==> config.mk <==
export PLATFORM = sky130hd
export DESIGN_NAME = ugrt_mul
export DESIGN_NICKNAME = d
export VERILOG_FILES = /design/src/design/ugrt_pkg.sv /design/src/design/ugrt_mul.sv
export SDC_FILE = /design/constraint.sdc
export NUM_CORES = 2
export LEC_CHECK = 0
export ABC_AREA = 1
export BUFFER_PORTS_ARGS = -buffer_cell sky130_fd_sc_hd__buf_4
export CORE_MARGIN = 1
export CORE_UTILIZATION = 60
export CTS_CLUSTER_DIAMETER = 80
export DETAILED_ROUTE_END_ITERATION = 16
export GPL_TIMING_DRIVEN = 0
export PLACE_DENSITY = 0.87
export SYNTH_ARGS = -nofsm -noshare
export SYNTH_HDL_FRONTEND = slang
export SYNTH_SLANG_ARGS = --single-unit
==> constraint.sdc <==
create_clock -name clock -period 8 [get_ports clock]
set_input_delay 0.8 -clock clock [delete_from_list [all_inputs] [get_ports clock]]
set_output_delay 0.8 -clock clock [all_outputs]
set_load 0.05 [all_outputs]
==> src/design/ugrt_pkg.sv <==
// Shared types, constants and helpers of the uniform grid ray traversal core.
package ugrt_pkg;

   localparam int FRAC_BITS_DEF = 16;
   localparam int MAX_CELLS_DEF = 128;

   localparam int CELL_W      = 8;
   localparam int RES_W       = 8;
   localparam int RES_FIELD_W = 7;
   localparam int TIME_W      = 32;
   localparam int COORD_W     = 32;
   localparam int SIZE_W      = 31;
   localparam int RESP_W      = 21;
   localparam int HIT_W       = 31;
   localparam int NUM_W       = 49;   // signed positions and quotient numerators
   localparam int DEN_W       = 33;   // signed quotient denominators
   localparam int T_W         = 53;   // signed ray distances
   localparam int DIV_SAT_LOG = 50;
   localparam int QBITS       = DIV_SAT_LOG + 1;
   localparam int IDX_W       = 21;
   localparam int PROD_W      = 64;
   localparam int ENTRY_LIMIT = 10000;

   localparam int REQ_DATA_W  = 224;
   localparam int RSP_DATA_W  = 24;
   localparam int CSR_ADDR_W  = 3;
   localparam int CSR_DATA_W  = 32;

   localparam logic [TIME_W-1:0] TIME_SAT = '1;
   localparam logic [HIT_W-1:0]  HIT_NONE = '1;

   typedef logic signed [T_W-1:0]   time_type;
   typedef logic signed [NUM_W-1:0] num_type;
   typedef logic signed [DEN_W-1:0] den_type;

   typedef enum logic [0:0] {
      OP_START   = 1'b0,
      OP_ADVANCE = 1'b1
   } op_type;

   typedef enum logic [1:0] {
      ST_CELL = 2'd0,
      ST_MISS = 2'd1,
      ST_LEFT = 2'd2,
      ST_HIT  = 2'd3
   } status_type;

   localparam logic [CSR_ADDR_W-1:0] REG_MIN_X  = 3'd0;
   localparam logic [CSR_ADDR_W-1:0] REG_MIN_Y  = 3'd1;
   localparam logic [CSR_ADDR_W-1:0] REG_MIN_Z  = 3'd2;
   localparam logic [CSR_ADDR_W-1:0] REG_SIZE_X = 3'd3;
   localparam logic [CSR_ADDR_W-1:0] REG_SIZE_Y = 3'd4;
   localparam logic [CSR_ADDR_W-1:0] REG_SIZE_Z = 3'd5;
   localparam logic [CSR_ADDR_W-1:0] REG_RES    = 3'd6;

   // axis of the nearest crossing, indexed by {c0<c1, c0<c2, c1<c2}
   localparam logic [1:0] AXIS_PICK [8] = '{2'd2, 2'd1, 2'd2, 2'd1, 2'd2, 2'd2, 2'd0, 2'd0};

   typedef struct packed {
      logic    start;
      num_type num;
      den_type den;
   } div_req_type;

   typedef struct packed {
      logic     done;
      time_type quo;
   } div_rsp_type;

   // clamp a distance into the stored unsigned range
   function automatic logic [TIME_W-1:0] sat_time(input time_type v);
      logic [TIME_W-1:0] r;
      if (v < 0) begin
         r = '0;
      end else if (v > $signed({{(T_W-TIME_W){1'b0}}, TIME_SAT})) begin
         r = TIME_SAT;
      end else begin
         r = v[TIME_W-1:0];
      end
      return r;
   endfunction

endpackage

==> src/design/ugrt_mul.sv <==
// Shared 32 by 32 multiplier with a registered product.
module ugrt_mul
   import ugrt_pkg::*;
(
   input  logic              clock,
   input  logic              en,
   input  logic [31:0]       a,
   input  logic [31:0]       b,
   output logic [PROD_W-1:0] prod
);

   logic [PROD_W-1:0] prod_ff, prod_in;

   always_comb begin
      prod_in = PROD_W'(a) * PROD_W'(b);
   end

   always_ff @(posedge clock) begin
      if (en) begin
         prod_ff <= prod_in;
      end
   end

   assign prod = prod_ff;

endmodule

-- Yosys cells after proc, flatten, opt, wreduce, memory -nomap -nowiden
Cells that the tools add are included.
- input port bits: 66
- register bits: 64
- logic and storage cells: 2
- output and inout bits: 64
- $mul: 1
- operators with widths (cell ; number):
    32-bit by 32-bit multiplier with 64-bit output ; 1

-- Depth between registers and ports, before layout
- depth in word-level cells: 1
- depth in mapped cells: 30
- gate-level depth less buffers: 29

-- Worst setup path before layout
Ideal clock, no wire load.
- kind: input -> register
- from: input port a[25]
- to: register prod_ff[62], in the netlist prod[62], data pin
- buffers on the path: 1
- path slack: 1244 ps
- stages on the path: 25
- setup time: 252 ps
- required time: 7748 ps
- data arrival time: 6503 ps
- cells stage by stage: clkbuf_1 > nand2_1 > fa_1 > inv_1 > fa_1 > inv_1 > fa_1 > inv_1 > fa_1 > fa_1 > fa_1 > fa_1 > inv_1 > fa_1 > inv_1 > ha_1 > nand2_1 > nor2_1 > inv_2 > nor2_4 > nand2_2 > nor3_2 > nand2_1 > nand3_1 > nand2_1
- word-level cells in the longest chain between the ends: 1
- RTL lines (what ; RTL line ; text):
    start, declared ; ugrt_mul.sv:7 ; input logic [31:0] a,
    32-bit by 32-bit multiplier with 64-bit output ; ugrt_mul.sv:15 ; prod_in = PROD_W'(a) * PROD_W'(b);
    via prod_in[62] ; ugrt_mul.sv:12 ; logic [PROD_W-1:0] prod_ff, prod_in;
    end signal, assigned ; ugrt_mul.sv:20 ; prod_ff <= prod_in;
    end, declared ; ugrt_mul.sv:12 ;
The timed path passes the listed nets, and every way through them passes these cells.
A chain may end at the register's enable or synchronous reset.

-- Final worst setup path
- from: input port a[22]
- to: register prod_ff[60], in the netlist prod[60], data pin
The elaborated chain is that of the path after synthesis.

==> results.md <==
* Crit path kind: in2reg
* Main synth FF type: edfxtp_1
* Worst-Margin Slew at about 1.3 ns
* Most common cell in the netlist: inv_1
* Starting density of the core at 0.612
* Die height at 254 um
* Cell count after synthesis at approximately 5000
* HPWL after detailed placement at approximately 110 mm
* Core Region at 0.0622 mm^2
* Row Count at 91
* Post-layout nets at 6385
* Total Routing Usage GR at 0.434
* Layout Area Growth over Synthesis at 6.24%
* M2 GR Usage at 0.637
* Syn. warnings at 0
* Post-synth top cells: inv_1 (1725), nand2_1 (1565), fa_1 (896)
* Finished Layout Cells at between 6000 and 7000
* Area leader, netlist: fa_1
* Crit path DAT at a little under 8 ns
* Hold Crit Class: in2reg
* I/O pin count at 130
* RSZ-0062 raised after global routing: true
* Largest net degree at the start of global routing at 65
* CP max-delay cell: clkbuf_1
* Worst-path clk slew at 0.07 ns
* Yosys cell types at 23
* # setup viols final at 0
* Post-synthesis register bit count at 64
* Die W at about 250 um
* Slew HR at 0.104
* Average size of a mapped cell at 7.57 um^2
* Vias in the first global route at 33100
* Fraction of layout cells with a size suffix above 1 at 0.0414
* Synth top area share at 0.472
* Num CTS Buffers at 9
* Post-synth ARST share at 0
* I/O Buffers at about 130
* Maxcap violations at 0
* First-pass GRT wire length at approximately 200 mm
* Fmax at about 130 MHz
* CP Max Fanout at 10
* GR peak layer: met2
* Pre-Repair DR Iteration Count at 7
* Grt ovf at 0
* Die ar. at approximately 0.064 mm^2
* CP endpoint kind: register
* Status: completed
* Synth top area cells: fa_1 (47%), inv_1 (17%), nand2_1 (15%)
* Cells after DPL at 5987
* Max-slew violations at 0
* Vias at between 30000 and 40000
* Via density per instance at ~5.4
* Post-synthesis sequential area ratio at 0.0505
* Startpoint Class: input port
* Initial antenna violation count at 6
* Final hold violations at 0
* Syn Nets at 6246
* DRT Wirelength at approximately 130 mm
* Post-route DRC violation count at 0
* Final core occ at 0.650
* Period minus WS final at between 7 and 8 ns
* Longest Clk Path Bufs at 2
* Root buffer cell: clkbuf_16
* Grt met3 use at 0.163
* Post-synthesis instance area at approximately 0.038 mm^2
* GR Layer Usage met1 at 0.538
* Initial DRC Count at about 3500
* Num Clock Sinks at 64
* Post-synth EDFFs at between 60 and 70
* Htree depth at 3
* Crit path largest cell delay at 0.77 ns
* Remaining antenna violation count at 0
* Final Cycle Share at 0.982
* TritonCTS clock tree: done
* Max reg flops at 64
* Routability cong. at 1.13
* CP required at ~8 ns
* Routed wire per std cell at 22.2 um
-- stage by stage --
| stage | instance area, um^2 | hold WS, ns | setup TNS, ns | setup WS (ns) |
|---|---|---|---|---|
| 2_1_floorplan | 38000 | 0.912 | 0 | 1.24 |
| 3_3_place_gp | 40000 | 1.17 | -0.760 | -0.148 |
| 3_5_place_dp | 40000 | 1.17 | -1.88 | -0.187 |
| 4_1_cts | 40400 | 0.813 | 0 | 0.159 |
| 5_1_grt | 40400 | 0.857 | -0.00792 | -0.00792 |
| 6_report | 40400 | 0.830 | 0 | 0.148 |
-- repair_timing --
item,CTS,global route
hold endpoints to repair,0,0
resized for setup,0,38
buffers inserted,0,0
hold buffers,0,0
setup endpoints to repair,0,20
-- final cells by class --
cell class / count / area (um^2)
multi-input cells: 3030 / 28900
fillers: 5455 / 21800
inverters: 1735 / 6510
flip-flops and latches: 64 / 1920
well taps: 837 / 1050
repair buffers: 129 / 968
plain buffers: 191 / 749
clock buffers: 9 / 225
clock inverters: 7 / 95.1
diodes: 3 / 7.51
-- path summary, 6_finish.rpt --
check	startpoint	endpoint	slack, ns	depth (start not counted)
worst max-delay path	a[22]	prod[60]	0.15	27
worst min-delay path	b[0]	prod[0]	0.83	3
-- cell usage in the layout (no fill, tap or decap), drive strengths merged --
cell and instances:
xnor2 2, nand3 66, xor2 33, clkinvlp 3
clkinv 1, nand4 16, diode 3, clkdlybuf4s15 3
inv 1736, o21ai 2, buf 130, nand2 1578
ha 263, a21oi 44, fa 896, clkbuf 196
o21bai 12, edfxtp 64, nor2 100, bufinv 2
nor3 18
-- worst max-delay path: cells and delay by family --
| kind | cells | cell delay [ns] |
|---|---|---|
| adders and majority gates | 9 | 4.52 |
| buffers and inverters | 8 | 1.35 |
| and+or+nand+nor | 8 | 0.81 |
| AOI/OAI and AO/OA | 2 | 0.43 |
-- per-layer routing --
layer | routed length (um) | share of wire
met5 | 102 | 0.00076
met4 | 11400 | 0.086
met2 | 55900 | 0.42
met3 | 20100 | 0.15
met1 | 45900 | 0.34
-- cell families after synthesis --
logic type / synth area share
xor+xnor: 0.00806
fa+ha+maj: 0.558
flops: 0.0505
compound gates: 0.00862
simple gates: 0.184
buf+inv: 0.190
Power is not shown: default switching activity piles up to over one toggle a cycle in this logic, so the estimate is an artifact.
