$ cat config.mk
export PLATFORM = sky130hd
export DESIGN_NAME = ugrt_div
export DESIGN_NICKNAME = d
export VERILOG_FILES = /design/src/design/ugrt_pkg.sv /design/src/design/ugrt_div.sv
export SDC_FILE = /design/constraint.sdc
export NUM_CORES = 1
export LEC_CHECK = 0
export BUFFER_PORTS_ARGS = -buffer_cell sky130_fd_sc_hd__buf_2
export CORE_UTILIZATION = 60
export CTS_CLUSTER_DIAMETER = 30
export DETAILED_ROUTE_END_ITERATION = 16
export GPL_ROUTABILITY_DRIVEN = 0
export GPL_TIMING_DRIVEN = 0
export PLACE_DENSITY_LB_ADDON = 0.3
export SYNTH_ARGS = -nofsm -noshare
export SYNTH_HDL_FRONTEND = slang
export SYNTH_SLANG_ARGS = --single-unit
$ cat constraint.sdc
create_clock -name clock -period 8.5 [get_ports clock]
set_input_delay 0.85 -clock clock [delete_from_list [all_inputs] [get_ports clock]]
set_output_delay 0.85 -clock clock [all_outputs]
set_load 0.03 [all_outputs]
$ cat src/design/ugrt_pkg.sv
// Shared types, constants and helpers of the uniform grid ray traversal core.
package ugrt_pkg;

   localparam int FRAC_BITS_DEF = 16;
   localparam int MAX_CELLS_DEF = 128;

   localparam int CELL_W      = 8;
   localparam int RES_W       = 8;
   localparam int RES_FIELD_W = 7;
   localparam int TIME_W      = 32;
   localparam int COORD_W     = 32;
   localparam int SIZE_W      = 31;
   localparam int RESP_W      = 21;
   localparam int HIT_W       = 31;
   localparam int NUM_W       = 49;   // signed positions and quotient numerators
   localparam int DEN_W       = 33;   // signed quotient denominators
   localparam int T_W         = 53;   // signed ray distances
   localparam int DIV_SAT_LOG = 50;
   localparam int QBITS       = DIV_SAT_LOG + 1;
   localparam int IDX_W       = 21;
   localparam int PROD_W      = 64;
   localparam int ENTRY_LIMIT = 10000;

   localparam int REQ_DATA_W  = 224;
   localparam int RSP_DATA_W  = 24;
   localparam int CSR_ADDR_W  = 3;
   localparam int CSR_DATA_W  = 32;

   localparam logic [TIME_W-1:0] TIME_SAT = '1;
   localparam logic [HIT_W-1:0]  HIT_NONE = '1;

   typedef logic signed [T_W-1:0]   time_type;
   typedef logic signed [NUM_W-1:0] num_type;
   typedef logic signed [DEN_W-1:0] den_type;

   typedef enum logic [0:0] {
      OP_START   = 1'b0,
      OP_ADVANCE = 1'b1
   } op_type;

   typedef enum logic [1:0] {
      ST_CELL = 2'd0,
      ST_MISS = 2'd1,
      ST_LEFT = 2'd2,
      ST_HIT  = 2'd3
   } status_type;

   localparam logic [CSR_ADDR_W-1:0] REG_MIN_X  = 3'd0;
   localparam logic [CSR_ADDR_W-1:0] REG_MIN_Y  = 3'd1;
   localparam logic [CSR_ADDR_W-1:0] REG_MIN_Z  = 3'd2;
   localparam logic [CSR_ADDR_W-1:0] REG_SIZE_X = 3'd3;
   localparam logic [CSR_ADDR_W-1:0] REG_SIZE_Y = 3'd4;
   localparam logic [CSR_ADDR_W-1:0] REG_SIZE_Z = 3'd5;
   localparam logic [CSR_ADDR_W-1:0] REG_RES    = 3'd6;

   // axis of the nearest crossing, indexed by {c0<c1, c0<c2, c1<c2}
   localparam logic [1:0] AXIS_PICK [8] = '{2'd2, 2'd1, 2'd2, 2'd1, 2'd2, 2'd2, 2'd0, 2'd0};

   typedef struct packed {
      logic    start;
      num_type num;
      den_type den;
   } div_req_type;

   typedef struct packed {
      logic     done;
      time_type quo;
   } div_rsp_type;

   // clamp a distance into the stored unsigned range
   function automatic logic [TIME_W-1:0] sat_time(input time_type v);
      logic [TIME_W-1:0] r;
      if (v < 0) begin
         r = '0;
      end else if (v > $signed({{(T_W-TIME_W){1'b0}}, TIME_SAT})) begin
         r = TIME_SAT;
      end else begin
         r = v[TIME_W-1:0];
      end
      return r;
   endfunction

endpackage

$ cat src/design/ugrt_div.sv
// Shared fixed-point divider: one quotient bit per cycle, saturating at 2^50.
module ugrt_div
   import ugrt_pkg::*;
#(
   parameter int FRACTION_BITS = FRAC_BITS_DEF
) (
   input  logic        clock,
   input  logic        reset,
   input  div_req_type req,
   output div_rsp_type rsp
);

   localparam int NDW   = NUM_W + FRACTION_BITS;
   localparam int CNT_W = $clog2(QBITS + 1);
   localparam logic [QBITS-1:0] SAT_MAG = {1'b1, {(QBITS-1){1'b0}}};

   typedef enum logic [1:0] {D_IDLE, D_RUN, D_DONE} dstate_type;

   dstate_type        state_ff, state_in;
   logic [CNT_W-1:0]  cnt_ff, cnt_in;
   logic [DEN_W:0]    rem_ff, rem_in;
   logic [QBITS-1:0]  num_ff, num_in;
   logic [QBITS-1:0]  quo_ff, quo_in;
   logic [DEN_W-1:0]  den_ff, den_in;
   logic              neg_ff, neg_in;
   logic              sat_ff, sat_in;
   logic              done_ff, done_in;
   time_type          res_ff, res_in;

   logic [NUM_W-1:0]  a_mag;
   logic [DEN_W-1:0]  b_mag;
   logic [NDW-1:0]    n_full;
   logic [NDW-1:0]    n_hi;
   logic              ovf;
   logic [DEN_W:0]    trial;
   logic [QBITS-1:0]  q_mag;

   always_comb begin
      a_mag  = req.num[NUM_W-1] ? NUM_W'(-req.num) : NUM_W'(req.num);
      b_mag  = req.den[DEN_W-1] ? DEN_W'(-req.den) : DEN_W'(req.den);
      n_full = NDW'(a_mag) << FRACTION_BITS;
      n_hi   = n_full >> QBITS;
      ovf    = (b_mag == '0) || (n_hi >= NDW'(b_mag));
      trial  = {rem_ff[DEN_W-1:0], num_ff[QBITS-1]};
      q_mag  = (sat_ff || (quo_ff > SAT_MAG)) ? SAT_MAG : quo_ff;

      state_in = state_ff;
      cnt_in   = cnt_ff;
      rem_in   = rem_ff;
      num_in   = num_ff;
      quo_in   = quo_ff;
      den_in   = den_ff;
      neg_in   = neg_ff;
      sat_in   = sat_ff;
      done_in  = 1'b0;
      res_in   = res_ff;

      unique case (state_ff)
         D_IDLE: begin
            if (req.start) begin
               den_in   = b_mag;
               rem_in   = n_hi[DEN_W:0];
               num_in   = n_full[QBITS-1:0];
               quo_in   = '0;
               neg_in   = req.num[NUM_W-1] ^ req.den[DEN_W-1];
               sat_in   = ovf;
               cnt_in   = CNT_W'(QBITS);
               state_in = ovf ? D_DONE : D_RUN;
            end
         end
         D_RUN: begin
            if (trial >= {1'b0, den_ff}) begin
               rem_in = trial - {1'b0, den_ff};
               quo_in = {quo_ff[QBITS-2:0], 1'b1};
            end else begin
               rem_in = trial;
               quo_in = {quo_ff[QBITS-2:0], 1'b0};
            end
            num_in = {num_ff[QBITS-2:0], 1'b0};
            cnt_in = cnt_ff - CNT_W'(1);
            if (cnt_ff == CNT_W'(1)) begin
               state_in = D_DONE;
            end
         end
         D_DONE: begin
            res_in   = neg_ff ? -$signed({{(T_W-QBITS){1'b0}}, q_mag})
                              :  $signed({{(T_W-QBITS){1'b0}}, q_mag});
            done_in  = 1'b1;
            state_in = D_IDLE;
         end
         default: state_in = D_IDLE;
      endcase
   end

   always_ff @(posedge clock) begin
      if (reset) begin
         state_ff <= D_IDLE;
         done_ff  <= 1'b0;
      end else begin
         state_ff <= state_in;
         done_ff  <= done_in;
      end
      cnt_ff <= cnt_in;
      rem_ff <= rem_in;
      num_ff <= num_in;
      quo_ff <= quo_in;
      den_ff <= den_in;
      neg_ff <= neg_in;
      sat_ff <= sat_in;
      res_ff <= res_in;
   end

   assign rsp.done = done_ff;
   assign rsp.quo  = res_ff;

endmodule

# Yosys cells after proc, flatten, opt, wreduce, memory -nomap -nowiden

Index checks and enable logic that the tools add are counted.

Word-level logic and storage cells: 52
Flip-flop bits (word level): 232
Input port bits: 85

$lt $le $gt $ge: 3
Mux-type cells: 19
Reduce and logical (&&, ||, !) cells: 8
Bitwise logic cells: 1
Add/subtract/negate cells: 5
Eq/ne operators: 5

Operators with widths:

| cell                                                                   | number |
|---|---|
| 51-bit 2-to-1 mux                                                      | 4 |
| 51-bit one-hot mux with 2 select lines                                 | 2 |
| 33-bit 2-to-1 mux                                                      | 3 |
| 33-bit one-hot mux with 2 select lines                                 | 1 |
| 51-bit negation with 53-bit output                                     | 1 |
| 51-bit > comparator (second input constant)                            | 1 |
| 49-bit 2-to-1 mux                                                      | 1 |
| 49-bit negation                                                        | 1 |
| 34-bit by 33-bit greater-or-equal comparator with 1-bit output         | 1 |
| 14-bit by 33-bit greater-or-equal comparator with 1-bit output         | 1 |
| 33-bit logical NOT                                                     | 1 |
| 33-bit negation                                                        | 1 |
| 33-bit subtractor                                                      | 1 |
| 6-bit one-hot mux with 2 select lines                                  | 1 |
| 6-bit by 1-bit equality test with 1-bit output (second input constant) | 1 |
| 2-bit 2-to-1 mux                                                       | 3 |
| 6-bit 2-to-1 mux                                                       | 1 |
| 2-bit AND reduction                                                    | 3 |
| 6-bit by 1-bit subtractor with 6-bit output (second input constant)    | 1 |
| 2-bit inequality test (second input constant)                          | 2 |
| 2-bit one-hot mux with 2 select lines                                  | 1 |
| 2-bit by 1-bit equality test with 1-bit output (second input constant) | 1 |
| 2-bit equality test (second input constant)                            | 1 |
| 2-bit logical NOT                                                      | 1 |
| 4 further kinds                                                        | 6 |

# Depth between registers and ports, before layout

Depth after elaboration: 7
Gate-level depth with buffers: 18
Mapped depth without buffers: 17

# Worst setup path after synthesis

OpenSTA, ideal clock, no wires.

Path type: input to register
Start point: in req[82] in the netlist's numbering
End point: reg state_ff[1]
Slack: 1656 ps
Data required time: 8416 ps
Stages on the path: 3
Arrival: 6760 ps
Cells stage by stage: nor2_1 -> nor2_1 -> o2111a_1

Word-level cells in the longest chain between the ends: 2

RTL lines:

| what                                   | RTL line        | text |
|---|---|---|
| from (decl)                            | ugrt_div.sv:9   | `input div_req_type req,` |
| 2-bit inequality test (no source line) | n/a             |  |
| 2-bit AND reduction (no source line)   | n/a             |  |
| to (signal assigned)                   | ugrt_div.sv:100 | `state_ff <= state_in;` |
| to (decl)                              | ugrt_div.sv:19  | `dstate_type state_ff, state_in;` |

No other way between the ends.
A chain may end at the register's enable or synchronous reset.

# Worst setup path in the final report

Start point: in req[32] in the netlist's numbering
End point: reg state_ff[0]

RTL lines:

| what                                                                                                        | RTL line       | text |
|---|---|---|
| 33-bit 2-to-1 mux (*)                                                                                       | ugrt_div.sv:40 | `b_mag = req.den[DEN_W-1] ? DEN_W'(-req.den) : DEN_W'(req.den);` |
| via b_mag[1]                                                                                                | ugrt_div.sv:31 | `logic [DEN_W-1:0] b_mag;` |
| 14-bit by 33-bit greater-or-equal comparator with 1-bit output / 33-bit logical NOT (equally long branches) | ugrt_div.sv:43 | `ovf = (b_mag == '0) \|\| (n_hi >= NDW'(b_mag));` |
| 1-bit logical OR (*)                                                                                        | ugrt_div.sv:43 |  |
| 2-bit 2-to-1 mux (*)                                                                                        | ugrt_div.sv:68 | `state_in = ovf ? D_DONE : D_RUN;` |
| 2-bit 2-to-1 mux (*)                                                                                        | ugrt_div.sv:60 | `if (req.start) begin` |
| 2-bit one-hot mux with 2 select lines (*)                                                                   | ugrt_div.sv:58 | `unique case (state_ff)` |

The timed path passes the listed nets; every way through them passes the cells marked *. The select of a mux whose other input is x is not followed.

==> key figures <==
Setup path
  – Critical path's most frequent cell: clkbuf_1
  – Critical path data arrival time: 5.42 ns
  – CP endpoint kind: flop
  – Setup crit start: req[32]
  – CP max stage delay: 0.74 ns
  – CP startpoint kind: input port
  – Start of the worst register-to-register path: quo_ff[32]$_SDFFCE_PN0P_
  – FF-to-FF End: res_ff[48]$_DFFE_PP_
  – R2R cell count: 16
  – Register-to-register setup slack: 3.93 ns
  – CP Cell Sequence: buf_2 > clkbuf_1 > buf_1 > clkbuf_1 > clkbuf_1 > buf_1 > nand2_1 > o21ai_0 > inv_1 > ha_1 > a21o_1 > a21o_1 > a21oi_1 > o211ai_1 > a211o_1 > o21ai_1 > o41ai_1 > a21oi_1
  – Worst EP required: 8.85 ns
  – Critical Path Sink: state_ff[0]$_SDFFE_PP0P_
  – Max FO, Critical Path: 10
  – Slowest-stage cell, CP: o41ai_1
  – Setup Crit Path Kind: input port to flop

Detailed routing
  – Post-DRT Antenna Nets: 0
  – DR vias: 11.63k
  – Drt drc: 0
  – DR WL/cell: 17.88 um
  – Routed WL: 33790 um
  – Post-DR vias/cell: 6.152
  – Initial DRC count: 878
  – DRT Pass-1 Iters: 6

Clock tree
  – CTS sink cnt: 216
  – Cts hold-fix bufs: 0
  – CTS tree: done
  – CTS HTree Levels: 2
  – CTS Buffer Depth: 3
  – CTS Buf Count: 39
  – PostCTS Resize Cnt: 0
  – Clock transition at path regs: 0.05 ns
  – CTS Root Cell: clkbuf_16
  – Setup Buffers After CTS: 0
  – Worst-Skew Late Latency: 0.52 ns

Logic synthesis
  – Synth unique cells: 80
  – EDFF count, synth: 213
  – Post-synthesis compound-gate area fraction: 0.1602
  – #FFs+latches synth: 216
  – Synthesized cell area: 0.01378 mm^2
  – Area contributors post-synth: edfxtp_1 (46%), xor2_1 (5.1%), ha_1 (4.7%), o21ai_0 (4.0%), nand2_1 (3.7%)
  – Share of the synthesized area in the top cell type: 0.4640
  – Avg Cell Area, Syn: 9.867 um^2
  – Cells after Synth: 1397
  – Synth area leader: edfxtp_1
  – Main combinational cell family by area after synthesis: simple AND/OR/NAND/NOR gates
  – Yosys warnings: 0
  – Synth Flop Type: edfxtp_1
  – Post-Synth Simple-Gate Area: 0.1884
  – Register area share after synthesis: 0.4684
  – Mux share of post-synthesis cell area: 0.01071
  – Xor/xnor share of the synthesized area: 0.08387
  – Synthesized net count: 1535
  – Ys async rst share: 0
  – Synth Area in Adders: 0.04865

Global routing
  – GR Layer Usage met3: 0.05130
  – Initial antenna violation count: 0
  – Vias in the first global route: 10.93k
  – Grt ovf: 0
  – Largest net degree at the start of global routing: 41
  – Met2 GRT Util: 0.4823
  – M1 GR Usage: 0.3638
  – Gr usage total: 0.2852
  – GR peak layer: met2
  – First-pass GRT wire length: 54000 um

STA
  – Fin crit share: 0.5962
  – Hold violation count in the final report: 0
  – Max-Slew Margin vs Limit: 0.3375
  – Clock skew: 0.02077 ns
  – F_max: 0.1973 GHz
  – Slew Viols, Final: 0
  – Final setup fails: 0
  – Setup ws final: 3.432 ns
  – Setup TNS Final: 0 ns
  – WHS: 0.5284 ns
  – RSZ-0062 raised after global routing: false
  – Worst-Margin Slew: 0.9846 ns
  – Period minus WS final: 5.068 ns

Die
  – Die height: 153.6 um
  – I/O pin count: 139
  – Rows: 55
  – Die area: 0.02358 mm^2
  – Initial Util: 0.6107
  – Core footprint: 0.02257 mm^2
  – Die Span X: 153.6 um

Run
  – Max-cap violations: 0

Power
  – Power per cell area: 239.9 mW/mm^2
  – Maximum VDD drop: 0.0001293 V
  – Static leakage: 6.418 nW

Cells and area
  – Commonest non-fill, non-tap cell in the layout: edfxtp_1
  – Core Util, Final: 0.7220
  – Nets@finish: 1714
  – Post-route insts no fill: 1890
  – P&R area growth vs syn: 18.22%
  – Ratio of cells with drive above 1 in the final layout: 0.1558
  – N_diodes: 0
  – Most frequent cells in the layout: edfxtp_1 (213), buf_2 (143), nand2_1 (137), nor2_1 (120), o21ai_0 (109)

Placement
  – Placed insts: 1820
  – Pre-CTS setup slack: 3.063 ns
  – I/O Buffers: 131
  – Post-DP HPWL: 24790 um

Worst hold path
  – Worst hold path type: flop to flop
  – Hold path startpoint: num_ff[19]$_DFFE_PP_

Outcome
  – Outcome: complete, no violations
[synth_stat cells, types with 5 or more instances]
master / count
o21bai_1: 6
and3_1: 13
a311oi_1: 8
xor2_1: 81
nor4_1: 16
a21oi_1: 68
buf_1: 5
nor3_1: 30
inv_1: 72
nor2b_1: 9
o41ai_1: 18
nand3b_1: 6
nand2_1: 137
nand4b_1: 5
nand4_1: 12
edfxtp_1: 213
o21a_1: 11
o211ai_1: 7
and2_1: 54
or3_1: 18
o21ai_0: 109
xnor2_1: 51
nor2_1: 121
ha_1: 52
nand2b_1: 13
mux2i_1: 11
a211oi_1: 15
o31ai_1: 30
a21o_1: 15
or4_1: 11
nand3_1: 30
a31oi_1: 9
buf_2: 12
clkbuf_1: 51
or2_2: 5
[cell type report]
class                           count  area [um^2]
Multi-Input combinational cell   1040         6800
Clock inverter                     27        361.6
Tap cell                          285        356.6
Buffer                             69        277.8
Clock buffer                       43        991.0
Sequential cell                   216         6456
Inverter                           72        270.3
Fill cell                        1677         6276
Timing Repair Buffer              138        782.0
[state kept, by name (all words and copies together) (netlist names), 2 cells and up]
| signal | cells |
|---|---|
| cnt_ff | 6 |
| den_ff | 33 |
| num_ff | 35 |
| quo_ff | 51 |
| rem_ff | 33 |
| res_ff | 53 |
| state_ff | 2 |
[logic make-up after synthesis]
kind of cell             after synthesis
flip-flops                           216
AO/OA/AOI/OAI                        338
adder cells (fa/ha/maj)               53
buffers and inverters                141
multiplexers                          14
AND/OR/NAND/NOR                      503
XOR/XNOR                             132
[where the power goes]
| group | switching [mW] | total, mW | internal [mW] |
|---|---|---|---|
| sequential | 0.0760 | 1.41 | 1.33 |
| clock | 0.533 | 1.60 | 1.06 |
| combinational | 0.568 | 0.905 | 0.337 |
| total | 1.18 | 3.91 | 2.73 |
[worst min path at each step]
| stage | end | depth (start not counted) | slack, ns |
|---|---|---|---|
| 6_report | num_ff[20]$_DFFE_PP_ | 2 | 0.53 |
| 4_1_cts | num_ff[24]$_DFFE_PP_ | 2 | 0.53 |
| 3_5_place_dp | num_ff[24]$_DFFE_PP_ | 2 | 0.51 |
| 3_3_place_gp | num_ff[17]$_DFFE_PP_ | 2 | 0.50 |
| 2_1_floorplan | num_ff[17]$_DFFE_PP_ | 2 | 0.50 |
| 5_1_grt | num_ff[24]$_DFFE_PP_ | 2 | 0.55 |
[metrics by stage]
step           total power [mW]  area (um^2)
6_report                  3.909        16300
3_3_place_gp              2.272        14800
3_5_place_dp              2.302        14940
4_1_cts                   3.903        16300
5_1_grt                   4.078        16300
2_1_floorplan             2.052        13780
[routing by layer]
layer,up-vias,routed length (um)
met5,-,0
met4,0,1058
met3,100,2553
met2,546,16230
met1,5464,13950
li1,5517,-
[worst max-delay path, delay by kind of cell]
| kind | cells | cell delay [ns] |
|---|---|---|
| buffers and inverters | 7 | 2.38 |
| AOI/OAI and AO/OA | 9 | 1.82 |
| adders and majority gates | 1 | 0.28 |
| and+or+nand+nor | 1 | 0.10 |
No activity file was read; power rests on OpenSTA's default activity.
