### config.mk
export PLATFORM = sky130hd
export DESIGN_NAME = ugrt_idx
export DESIGN_NICKNAME = d
export VERILOG_FILES = /design/src/design/ugrt_pkg.sv /design/src/design/ugrt_idx.sv
export SDC_FILE = /design/constraint.sdc
export NUM_CORES = 1
export LEC_CHECK = 0
export CELL_PAD_IN_SITES_DETAIL_PLACEMENT = 1
export CELL_PAD_IN_SITES_GLOBAL_PLACEMENT = 1
export CORE_MARGIN = 3
export CORE_UTILIZATION = 30
export CTS_CLUSTER_SIZE = 30
export DETAILED_ROUTE_END_ITERATION = 12
export DONT_BUFFER_PORTS = 1
export GPL_ROUTABILITY_DRIVEN = 0
export PLACE_DENSITY = 0.5
export SYNTH_ARGS = -nofsm -noshare
export SYNTH_HDL_FRONTEND = slang
export SYNTH_SLANG_ARGS = --single-unit
### constraint.sdc
create_clock -name clock -period 5.7 [get_ports clock]
set_input_delay 0.57 -clock clock [delete_from_list [all_inputs] [get_ports clock]]
set_output_delay 0.57 -clock clock [all_outputs]
set_load 0.05 [all_outputs]
### src/design/ugrt_pkg.sv
// Shared types, constants and helpers of the uniform grid ray traversal core.
package ugrt_pkg;

   localparam int FRAC_BITS_DEF = 16;
   localparam int MAX_CELLS_DEF = 128;

   localparam int CELL_W      = 8;
   localparam int RES_W       = 8;
   localparam int RES_FIELD_W = 7;
   localparam int TIME_W      = 32;
   localparam int COORD_W     = 32;
   localparam int SIZE_W      = 31;
   localparam int RESP_W      = 21;
   localparam int HIT_W       = 31;
   localparam int NUM_W       = 49;   // signed positions and quotient numerators
   localparam int DEN_W       = 33;   // signed quotient denominators
   localparam int T_W         = 53;   // signed ray distances
   localparam int DIV_SAT_LOG = 50;
   localparam int QBITS       = DIV_SAT_LOG + 1;
   localparam int IDX_W       = 21;
   localparam int PROD_W      = 64;
   localparam int ENTRY_LIMIT = 10000;

   localparam int REQ_DATA_W  = 224;
   localparam int RSP_DATA_W  = 24;
   localparam int CSR_ADDR_W  = 3;
   localparam int CSR_DATA_W  = 32;

   localparam logic [TIME_W-1:0] TIME_SAT = '1;
   localparam logic [HIT_W-1:0]  HIT_NONE = '1;

   typedef logic signed [T_W-1:0]   time_type;
   typedef logic signed [NUM_W-1:0] num_type;
   typedef logic signed [DEN_W-1:0] den_type;

   typedef enum logic [0:0] {
      OP_START   = 1'b0,
      OP_ADVANCE = 1'b1
   } op_type;

   typedef enum logic [1:0] {
      ST_CELL = 2'd0,
      ST_MISS = 2'd1,
      ST_LEFT = 2'd2,
      ST_HIT  = 2'd3
   } status_type;

   localparam logic [CSR_ADDR_W-1:0] REG_MIN_X  = 3'd0;
   localparam logic [CSR_ADDR_W-1:0] REG_MIN_Y  = 3'd1;
   localparam logic [CSR_ADDR_W-1:0] REG_MIN_Z  = 3'd2;
   localparam logic [CSR_ADDR_W-1:0] REG_SIZE_X = 3'd3;
   localparam logic [CSR_ADDR_W-1:0] REG_SIZE_Y = 3'd4;
   localparam logic [CSR_ADDR_W-1:0] REG_SIZE_Z = 3'd5;
   localparam logic [CSR_ADDR_W-1:0] REG_RES    = 3'd6;

   // axis of the nearest crossing, indexed by {c0<c1, c0<c2, c1<c2}
   localparam logic [1:0] AXIS_PICK [8] = '{2'd2, 2'd1, 2'd2, 2'd1, 2'd2, 2'd2, 2'd0, 2'd0};

   typedef struct packed {
      logic    start;
      num_type num;
      den_type den;
   } div_req_type;

   typedef struct packed {
      logic     done;
      time_type quo;
   } div_rsp_type;

   // clamp a distance into the stored unsigned range
   function automatic logic [TIME_W-1:0] sat_time(input time_type v);
      logic [TIME_W-1:0] r;
      if (v < 0) begin
         r = '0;
      end else if (v > $signed({{(T_W-TIME_W){1'b0}}, TIME_SAT})) begin
         r = TIME_SAT;
      end else begin
         r = v[TIME_W-1:0];
      end
      return r;
   endfunction

endpackage

### src/design/ugrt_idx.sv
// Two-stage linear cell index: x + y*resx + z*resx*resy.
module ugrt_idx
   import ugrt_pkg::*;
(
   input  logic              clock,
   input  logic              reset,
   input  logic              start,
   input  logic [CELL_W-1:0] cell_x,
   input  logic [CELL_W-1:0] cell_y,
   input  logic [CELL_W-1:0] cell_z,
   input  logic [RES_W-1:0]  res_x,
   input  logic [RES_W-1:0]  res_y,
   output logic              done,
   output logic [IDX_W-1:0]  index
);

   logic                      v1_ff, v2_ff;
   logic [CELL_W-1:0]         x_ff, z_ff;
   logic [2*RES_W-1:0]        yrx_ff, yrx_in;
   logic [2*RES_W-1:0]        rxry_ff, rxry_in;
   logic [IDX_W-1:0]          idx_ff;
   logic [IDX_W+2:0]          sum_w;

   always_comb begin
      yrx_in  = (2*RES_W)'(cell_y) * (2*RES_W)'(res_x);
      rxry_in = (2*RES_W)'(res_x) * (2*RES_W)'(res_y);
      sum_w   = (IDX_W+3)'(x_ff) + (IDX_W+3)'(yrx_ff)
              + (IDX_W+3)'(z_ff) * (IDX_W+3)'(rxry_ff);
   end

   always_ff @(posedge clock) begin
      if (reset) begin
         v1_ff <= 1'b0;
         v2_ff <= 1'b0;
      end else begin
         v1_ff <= start;
         v2_ff <= v1_ff;
      end
      if (start) begin
         x_ff    <= cell_x;
         z_ff    <= cell_z;
         yrx_ff  <= yrx_in;
         rxry_ff <= rxry_in;
      end
      if (v1_ff) begin
         idx_ff <= sum_w[IDX_W-1:0];
      end
   end

   assign done  = v2_ff;
   assign index = idx_ff;

endmodule

Word level (Yosys, flattened, before mapping)
Cells that the tools add are included.
{"block": "word_totals", "input_bits": 43, "word_cells": 12, "out_inout_bits": 22, "register_bits": 71}
{"block": "classes", "addsub": 2, "multipliers": 3}
{"cell": "8-bit by 8-bit multiplier with 16-bit output", "count": 2}
{"cell": "17-bit by 21-bit adder with 21-bit output", "count": 1}
{"cell": "8-bit by 16-bit multiplier with 21-bit output", "count": 1}
{"cell": "8-bit by 16-bit adder with 17-bit output", "count": 1}

Logic depth before layout (Yosys ltp)
Gate-level depths: netlist (run 1).
{"block": "logic_depth", "depth_word": 2, "mapped_depth": 19, "depth_no_buf": 18}

Least setup slack after synthesis (run 1)
Ideal clock, no wire load.
{"block": "synth_timing", "path_kind": "register -> register", "from": "register z_ff[0]", "to": "register idx_ff[14] (netlist: index[14]), data pin", "n_path_buf": 1, "stages_incl_launch_ff": 19, "path_slack_ns": 0.622, "required_time_ns": 5.441, "period_less_slack_ns": 5.078, "t_arrival_ns": 4.819, "setup_time_ns": 0.259, "cell_sequence": "edfxtp_1 clkbuf_1 nand2_1 fa_1 inv_1 fa_1 inv_1 fa_1 inv_1 fa_1 fa_1 ha_1 a21oi_1 a21boi_1 nor3_1 o21bai_1 a21o_1 a21oi_1 xnor2_1"}
{"block": "synth_between", "elab_chain_len": 2}
{"element": "from (decl)", "line_no": "ugrt_idx.sv:18", "rtl": "logic [CELL_W-1:0] x_ff, z_ff;"}
{"element": "from (signal assigned)", "line_no": "ugrt_idx.sv:41", "rtl": "z_ff <= cell_z;"}
{"element": "8-bit by 16-bit multiplier with 21-bit output", "line_no": "ugrt_idx.sv:28", "rtl": "+ (IDX_W+3)'(z_ff) * (IDX_W+3)'(rxry_ff);"}
{"element": "17-bit by 21-bit adder with 21-bit output", "line_no": "ugrt_idx.sv:28"}
{"element": "via sum_w[14]", "line_no": "ugrt_idx.sv:22", "rtl": "logic [IDX_W+2:0] sum_w;"}
{"element": "to (signal assigned)", "line_no": "ugrt_idx.sv:46", "rtl": "idx_ff <= sum_w[IDX_W-1:0];"}
{"element": "to (decl)", "line_no": "ugrt_idx.sv:21", "rtl": "logic [IDX_W-1:0] idx_ff;"}
The timed path passes the listed nets, and every way through them passes these cells.
A chain may end at the register's enable or synchronous reset.

Worst setup path after layout (run 1)
{"block": "layout_timing", "from": "register z_ff[2]", "to": "register idx_ff[20] (netlist: index[20]), data pin"}
Same word-level chain as after synthesis.

==> impl_metrics.toml, run 1 <==
[worst_setup_path]
end_kind = "flip-flop"
critPathRequiredTime_ns = 5.79
crit_arrival_ns = 5.47
crit_type = "reg -> reg"
rrSetupSlack_ns = 0.32
worst-path-max-fanout = 13
start_kind = "flip-flop"

[route]
routed_wl_mm = 24.1
drt_iter0_drc = 141
first_pass_iters = 4
antenna_left = 0
wl_per_cell_um = 16.0
routed_via_density = 4.44
drc = 0
vias = 6668

[grt]
grtUsageMet3_pct = 1.93
grt_overflow = 0
grtUsageMet2_pct = 22.0
busiest_layer = "met2"
use_met1_pct = 19.4
grt_pass1_wl_mm = 41.3
antenna_found_initial = 0
track_usage_pct = 13.6
grt_max_degree = 50
grt_pass1_vias = 7578

[final_layout]
nFillCells = 3900
synthToLayoutAreaGrowth_pct = 8.44
multiInputGateArea_mm2 = 0.00756
stdcell_count = 1503
design_area_mm2 = 0.0114
final_layout_size_suffix_gt1_share_pct = 3.22
antenna_cells = 0
area.sequential_mm2 = 0.00211
nets = 1390

[synth]
yosysTopAreaCell = "fa_1"
synthFlopType = "edfxtp_1"
syn-mean-instance-area_um2 = 10.1
synthMostInstantiatedCell = "inv_1"
synth_top_area_share_pct = 33.3
ys_warn_count = 0
synthCells = 1047
synthArstFlopShare_pct = 0
netlist_top_cells_count = "215 x inv_1, 175 x fa_1, 136 x nand2_1"
synth_nets = 1387
yosys_register_bits = 71
synth.distinct_cells = 42
seq_area_frac_synth_pct = 20.1
syn_area_mm2 = 0.0105
yosys-top-cells-area = "fa_1 33%, edfxtp_1 20%, ha_1 14%"
synth_edf_count = 69

[place]
portBuffers = 0
dp_cells = 1483
dpl_cell_area_mm2 = 0.0111
place_hpwl_mm = 20.2

[cts]
cts_made_buffers = 9
cts.sinks = 71
cts_tree = "done"
clk_pin_slew_ns = 0.06
clk_latency_ns = 0.36
cts-hold-fix-buffers = 0
cts_buffer_depth = 2
htreeDepth = 3
root_buffer = "clkbuf_16"

[timing]
slew_viol_final = 0
hold_viol = 0
fin_crit_ns = 5.38
setup_viol = 0
clock.fmax_mhz = 186
slew_headroom_pct = 34.0
rsz0062_at_grt = "no"
tightest_slew_ns = 0.988
hold_slack_ns = 0.281
fin_crit_sh_pct = 94.4
finalClockSkew_ns = 0.0171
fin_tns_setup_ns = 0

[die]
die_h_um = 193
num_io_pins = 65
initial_core_util_pct = 30.9
row_count = 67
core_mm2 = 0.0340
dieWidth_um = 193
fp.dieArea_mm2 = 0.0374

[hold_path]
hold_path_class = "in -> reg"

[status]
run_status = "finished, final reports clean"

[run]
drv_cap = 0
==> state kept, by name (all words and copies together), names as in the netlist <==
name,count
index,21
rxry_ff,16
yrx_ff,16
x_ff,8
z_ff,8
done,1
v1_ff,1
==> layer usage <==
metal | up-vias | wire, um
met5 | - | 0
met4 | 0 | 292
met3 | 16 | 510
met2 | 70 | 10900
met1 | 3327 | 12400
li1 | 3255 | -
==> stage by stage <==
| step | setup WS (ns) | util [%] |
|---|---|---|
| after floorplan | 0.622 | - |
| after global placement | 0.422 | 32.5 |
| after detailed placement | 0.260 | 32.5 |
| after CTS | 0.265 | 33.4 |
| after global routing | 0.0221 | 33.5 |
| final | 0.320 | 33.5 |
==> cells in the final DEF, fill, tap and decap left out, types with 2 or more instances in the layout <==
master,instances
o31a_1,2
nand4_1,2
o21bai_1,2
nand3_1,9
o211ai_2,2
or3_1,4
buf_4,9
inv_6,3
or4_1,3
o21ai_0,8
nor2_1,23
xor2_1,10
clkbuf_16,9
nand2_1,136
inv_1,215
and2_1,126
o21a_1,10
dfxtp_1,2
a21oi_1,32
o211ai_1,4
xnor2_1,34
a21boi_0,2
or2_2,2
fa_1,175
edfxtp_1,69
nor3_1,6
nor2b_1,6
a21o_1,6
nand2b_1,3
ha_1,122
clkinv_4,2
==> area by class of cell <==
class / instances / area share (%)
clock buffer: 9 / 1.97
clock inverter: 7 / 0.745
inverter: 215 / 7.07
multi-input combinational: 744 / 66.2
sequential: 71 / 18.5
tap: 448 / 4.91
timing repair buffer: 9 / 0.592
==> timing repair <==
item	CTS	global route
gates resized for setup	0	3
setup buffers	0	4
setup endpoints to repair	0	4
==> cells by family (layout without fill, tap and decap cells) <==
group / count (synthesis) / count (layout) / synth area share (%)
flip-flops: 71 / 71 / 20.1
AO/OA/AOI/OAI: 79 / 79 / 4.92
AND/OR/NAND/NOR: 324 / 324 / 15.3
adder cells (fa/ha/maj): 297 / 297 / 47.8
buffers and inverters: 232 / 240 / 8.27
XOR/XNOR: 44 / 44 / 3.66
==> worst paths after layout <==
check	start	end	cells past startpoint
setup / recovery	z_ff[2]	index[20]	16
hold / removal	reset	v1_ff	1
setup reg to reg	z_ff[2]	index[20]	16
hold reg to reg	yrx_ff[0]	index[0]	1
==> worst max-delay path, cell delays in order (launching register included) <==
cell      delay [ns]
edfxtp_1        0.58
and2_1          0.25
fa_1            0.44
fa_1            0.49
inv_1           0.06
fa_1            0.53
inv_1           0.05
fa_1            0.49
fa_1            0.42
ha_1            0.36
a21oi_1         0.27
a21boi_1        0.14
o31ai_1         0.40
a21oi_1         0.17
a21bo_2         0.24
a21oi_1         0.17
xnor2_1         0.08
Power of run 1 is not shown: default switching activity piles up to over one toggle a cycle in this logic, so the estimate is an artifact.
==> run 2: changes to the inputs <==
--- a/config.mk
+++ b/config.mk
@@ -9,6 +9,7 @@
 export CELL_PAD_IN_SITES_GLOBAL_PLACEMENT = 1
 export CORE_MARGIN = 3
 export CORE_UTILIZATION = 30
+export CTS_BUF_LIST = sky130_fd_sc_hd__clkbuf_8
 export CTS_CLUSTER_SIZE = 30
 export DETAILED_ROUTE_END_ITERATION = 12
 export DONT_BUFFER_PORTS = 1
==> run 2 against run 1 <==
Compared with the run above: sequential share of layout area rose by 0.17 points; routed wire length fell by 0.22%; fmax barely moved; non-clock buffer count did not move; via count barely moved; highest routed layer unchanged; flip-flop and latch count did not move; clock skew rose by 0.0077 ns; critical path type unchanged; worst setup slack improved by 0.0016 ns; critical path depth did not move.
==> impl_metrics.toml, run 2 (synthesized netlist as in run 1, its figures left out) <==
[status]
run_status = "finished, final reports clean"

[final_layout]
final_common_cell = "inv_1"
nets = 1390
design_area_mm2 = 0.0113
final_cell_mix = "215 x inv_1, 175 x fa_1, 136 x nand2_1, 126 x and2_1, 122 x ha_1"
antenna_cells = 0
synthToLayoutAreaGrowth_pct = 7.47
largest_reg_flops = 21
final_layout_size_suffix_gt1_share_pct = 3.22

[timing]
rsz0062_at_grt = "no"
finalClockSkew_ns = 0.0248
fin_tns_setup_ns = 0
fin_crit_ns = 5.38
slew_headroom_pct = 34.0
hold_slack_ns = 0.244
fin_crit_sh_pct = 94.4
setup_viol = 0
slew_viol_final = 0
clock.fmax_mhz = 186
hold_viol = 0
tightest_slew_ns = 0.988

[hold_path]
whs_path_depth = 1
min_from = "reset"
holdPathEnd = "v1_ff"
hold_path_class = "in -> reg"

[die]
core_mm2 = 0.0340
row_count = 67
die_h_um = 193
initial_core_util_pct = 30.9
fp.dieArea_mm2 = 0.0374
dieWidth_um = 193
num_io_pins = 65

[cts]
cts.sinks = 71
clk_latency_ns = 0.40
cts_buffer_depth = 2
root_buffer = "clkbuf_8"
cts_tree = "done"
cts-hold-fix-buffers = 0
clk_pin_slew_ns = 0.09
htreeDepth = 3
cts_made_buffers = 9

[worst_setup_path]
crit_type = "reg -> reg"
critPathRequiredTime_ns = 5.83
reg2reg_depth = 16
rrSetupSlack_ns = 0.32
worst-path-max-fanout = 13
worstReg2RegEnd = "index[20]"
end_kind = "flip-flop"
start_kind = "flip-flop"
crit_arrival_ns = 5.50
r2r-start = "z_ff[2]"

[grt]
grt_pass1_wl_mm = 41.3
grt_max_degree = 50
grtUsageMet3_pct = 1.88
grt_pass1_vias = 7579
antenna_found_initial = 0
track_usage_pct = 13.6
grtUsageMet2_pct = 22.0
use_met1_pct = 19.4
grt_overflow = 0
busiest_layer = "met2"

[route]
drc = 0
wl_per_cell_um = 16.0
routed_via_density = 4.43
antenna_left = 0
vias = 6665
drt_iter0_drc = 125
first_pass_iters = 4
routed_wl_mm = 24.0

[run]
drv_cap = 0

[place]
dpl_cell_area_mm2 = 0.0111
portBuffers = 0
place_hpwl_mm = 20.2
[run 2: layout make-up]
type | count | area, um^2
clock inverters | 7 | 85.1
multi-input cells | 744 | 7560
flip-flops and latches | 71 | 2110
clock buffers | 9 | 124
fillers | 3910 | 22700
inverters | 215 | 807
well taps | 448 | 561
repair buffers | 9 | 67.6
[run 2: worst max-delay path, stage by stage (launching register included)]
cell and delay (ns):
edfxtp_1 0.58, and2_1 0.25, fa_1 0.44, fa_1 0.49, inv_1 0.06, fa_1 0.53, inv_1 0.05, fa_1 0.49
fa_1 0.42, ha_1 0.36, a21oi_1 0.27, a21boi_1 0.14, o31ai_1 0.40, a21oi_1 0.17, a21bo_2 0.24, a21oi_1 0.17
xnor2_1 0.08
[run 2: per-stage QoR]
stage	setup slack, ns	utilization, %	instances
3_3_place_gp	0.422	32.5	1483
6_report	0.322	33.3	1503
3_5_place_dp	0.260	32.5	1483
2_1_floorplan	0.622	-	1047
4_1_cts	0.264	33.1	1499
5_1_grt	0.0236	33.3	1503
[run 2: layer usage]
layer	share of wire (%)	wire length, um
met1	51	12300
met2	46	10900
met3	2.1	513
met4	1.1	272
met5	0	0
[run 2: worst max path at each step]
stage | to | cells after the start | startpoint | slack [ns]
floorplan | index[14] | 18 | z_ff[0] | 0.62
global placement | index[14] | 16 | z_ff[3] | 0.42
detailed placement | index[14] | 16 | z_ff[3] | 0.26
CTS | index[14] | 16 | z_ff[3] | 0.26
global route | index[20] | 17 | z_ff[2] | 0.02
finish | index[20] | 16 | z_ff[2] | 0.32
[run 2: what timing repair did]
item                       4_1_cts  5_1_grt
gates resized for setup          0        3
setup endpoints to repair        0        4
buffers inserted                 0        4
Power of run 2 is left out for the same reason.
==> run 3: changes to the inputs <==
--- a/config.mk
+++ b/config.mk
@@ -10,11 +10,11 @@
 export CORE_MARGIN = 3
 export CORE_UTILIZATION = 30
 export CTS_BUF_LIST = sky130_fd_sc_hd__clkbuf_8
-export CTS_CLUSTER_SIZE = 30
+export CTS_CLUSTER_SIZE = 16
 export DETAILED_ROUTE_END_ITERATION = 12
 export DONT_BUFFER_PORTS = 1
 export GPL_ROUTABILITY_DRIVEN = 0
-export PLACE_DENSITY = 0.5
+export PLACE_DENSITY = 0.52
 export SYNTH_ARGS = -nofsm -noshare
 export SYNTH_HDL_FRONTEND = slang
 export SYNTH_SLANG_ARGS = --single-unit
==> constraint.sdc (replaced) <==
create_clock -name clock -period 4.6 [get_ports clock]
set_input_delay 0.46 -clock clock [delete_from_list [all_inputs] [get_ports clock]]
set_output_delay 0.46 -clock clock [all_outputs]
set_load 0.05 [all_outputs]
==> run 3 against run 2 <==
Compared with the run above: the flow now finishes with violations (setup timing); fmax grew 10%; final cell count increased by 5.3%; sequential share of layout area is 1.5 points lower; via count increased by 4.9%; worst hold slack got worse by 0.11 ns; clock skew is 0.0029 ns lower; worst setup slack lost 0.61 ns; register-to-register slack got worse by 0.61 ns; utilization up 2.9 points; highest routed layer unchanged.
==> impl_metrics.toml, run 3 (synthesized netlist as in run 1, its figures left out) <==
[timing]
slew_headroom_pct = 31.1
tightest_slew_ns = 1.03
slew_viol_final = 0
hold_viol = 0
worst_slack_ns = -0.285
fin_crit_ns = 4.88
fin_crit_sh_pct = 106
clock.fmax_mhz = 205
rsz0062_at_grt = "yes"
finalClockSkew_ns = 0.0219
setup_viol = 10

[grt]
grt_pass1_wl_mm = 42.3
grt_overflow = 0
grt_max_degree = 50
track_usage_pct = 13.9
grt_pass1_vias = 7949
antenna_found_initial = 2

[worst_setup_path]
path_common_cell = "fa_1"
start_kind = "flip-flop"
rrSetupSlack_ns = -0.28
slowest_stage = "fa_1"
crit_type = "reg -> reg"
max_stage_delay_ns = 0.52
r2r-start = "z_ff[4]"
reg2reg_depth = 17
cp_cell_sequence = "buf_4 -> and2_1 -> fa_2 -> fa_1 -> inv_2 -> fa_1 -> inv_1 -> fa_1 -> fa_1 -> ha_4 -> nand3_2 -> o211ai_2 -> a32oi_2 -> o21ai_2 -> a31oi_2 -> or4_1 -> nand3_1"
end_kind = "flip-flop"
worstReg2RegEnd = "index[19]"
critPathRequiredTime_ns = 4.84
crit_arrival_ns = 5.12
worst-path-max-fanout = 5

[cts]
cts_made_buffers = 9
cts-hold-fix-buffers = 0
htreeDepth = 3
cts.sinks = 71
cts_buffer_depth = 2
clk_pin_slew_ns = 0.09
root_buffer = "clkbuf_8"
cts_tree = "done"
clk_latency_ns = 0.39

[hold_path]
holdPathEnd = "v1_ff"
whs_path_depth = 1
hold_path_class = "in -> reg"
min_from = "reset"

[die]
initial_core_util_pct = 30.9
fp.dieArea_mm2 = 0.0374
row_count = 67
core_mm2 = 0.0340
die_h_um = 193
num_io_pins = 65
dieWidth_um = 193

[final_layout]
final_cell_mix = "210 x inv_1, 172 x fa_1, 133 x nand2_1, 123 x and2_1, 108 x ha_1"
area.sequential_mm2 = 0.00211
final_layout_size_suffix_gt1_share_pct = 14.6
largest_reg_flops = 21
multiInputGateArea_mm2 = 0.00791
nFillCells = 3916
synthToLayoutAreaGrowth_pct = 16.7
antenna_cells = 0
fin_util_pct = 36.1
nets = 1469
final_common_cell = "inv_1"

[run]
drv_cap = 0

[status]
run_status = "complete, but fails checks"
violations = "setup timing"

[route]
drc = 0
routed_via_density = 4.42
drt_iter0_drc = 170
vias = 6993
routed_wl_mm = 25.0
antenna_left = 0
wl_per_cell_um = 15.8
first_pass_iters = 4

[place]
portBuffers = 0
place_hpwl_mm = 21.1
run 3: cell count changes in the layout (fill, tap and decap cells not counted), moves of 8 or more:
| cell | before | now |
|---|---|---|
| ha_4 | 0 | 13 |
| buf_4 | 9 | 79 |
| a21oi_1 | 32 | 22 |
| a21oi_2 | 1 | 9 |
| buf_6 | 0 | 9 |
| ha_1 | 122 | 108 |
run 3: final cells by class:
cell class                 instances  area share, %
timing repair buffer              88           5.65
sequential                        71           17.2
tap                              448           4.56
clock buffer                       9           1.01
clock inverter                     7          0.692
inverter                         215           6.57
multi-input combinational        744           64.3
run 3: worst max path at each step:
stage	startpoint	end	slack [ns]	cells past startpoint
finish	z_ff[4]	index[19]	-0.28	17
global route	z_ff[0]	index[19]	-0.52	17
CTS	z_ff[2]	index[20]	-0.29	15
detailed placement	rxry_ff[4]	index[20]	-0.48	17
global placement	rxry_ff[4]	index[20]	-0.48	17
floorplan	z_ff[0]	index[19]	-0.23	18
run 3: per-stage QoR:
stage          hold slack, ns  cells  setup slack (ns)  instance area [um^2]  setup TNS (ns)
2_1_floorplan           0.526   1047            -0.229                 10600          -0.937
3_3_place_gp            0.532   1556            -0.479                 11700           -3.66
3_5_place_dp            0.534   1556            -0.478                 11700           -3.75
4_1_cts                 0.104   1579            -0.295                 12100           -1.91
5_1_grt                 0.107   1582            -0.516                 12300           -3.83
6_report                0.135   1582            -0.285                 12300           -1.80
run 3: metal layers:
layer	vias up	wire, um	global-route usage [%]
met1	3503	12200	19.1
li1	3408	-	-
met2	70	12000	23.7
met3	12	509	1.83
met5	-	0	0
met4	0	251	2.73
run 3: critical path, delay by kind of cell (launching register included):
kind | cells | cell delay [ns]
flip-flops | 1 | 0.41
AO/OA/AOI/OAI | 4 | 0.66
buffers and inverters | 3 | 0.27
AND/OR/NAND/NOR | 4 | 0.76
adder cells (fa/ha/maj) | 6 | 2.63
run 3: what timing repair did:
action / in CTS / in global routing
pin swaps: 11 / 28
setup endpoints to repair: 12 / 13
buffers inserted: 8 / 5
hold endpoints to repair: 0 / 0
resized for setup: 39 / 24
Power of run 3 is left out for the same reason.
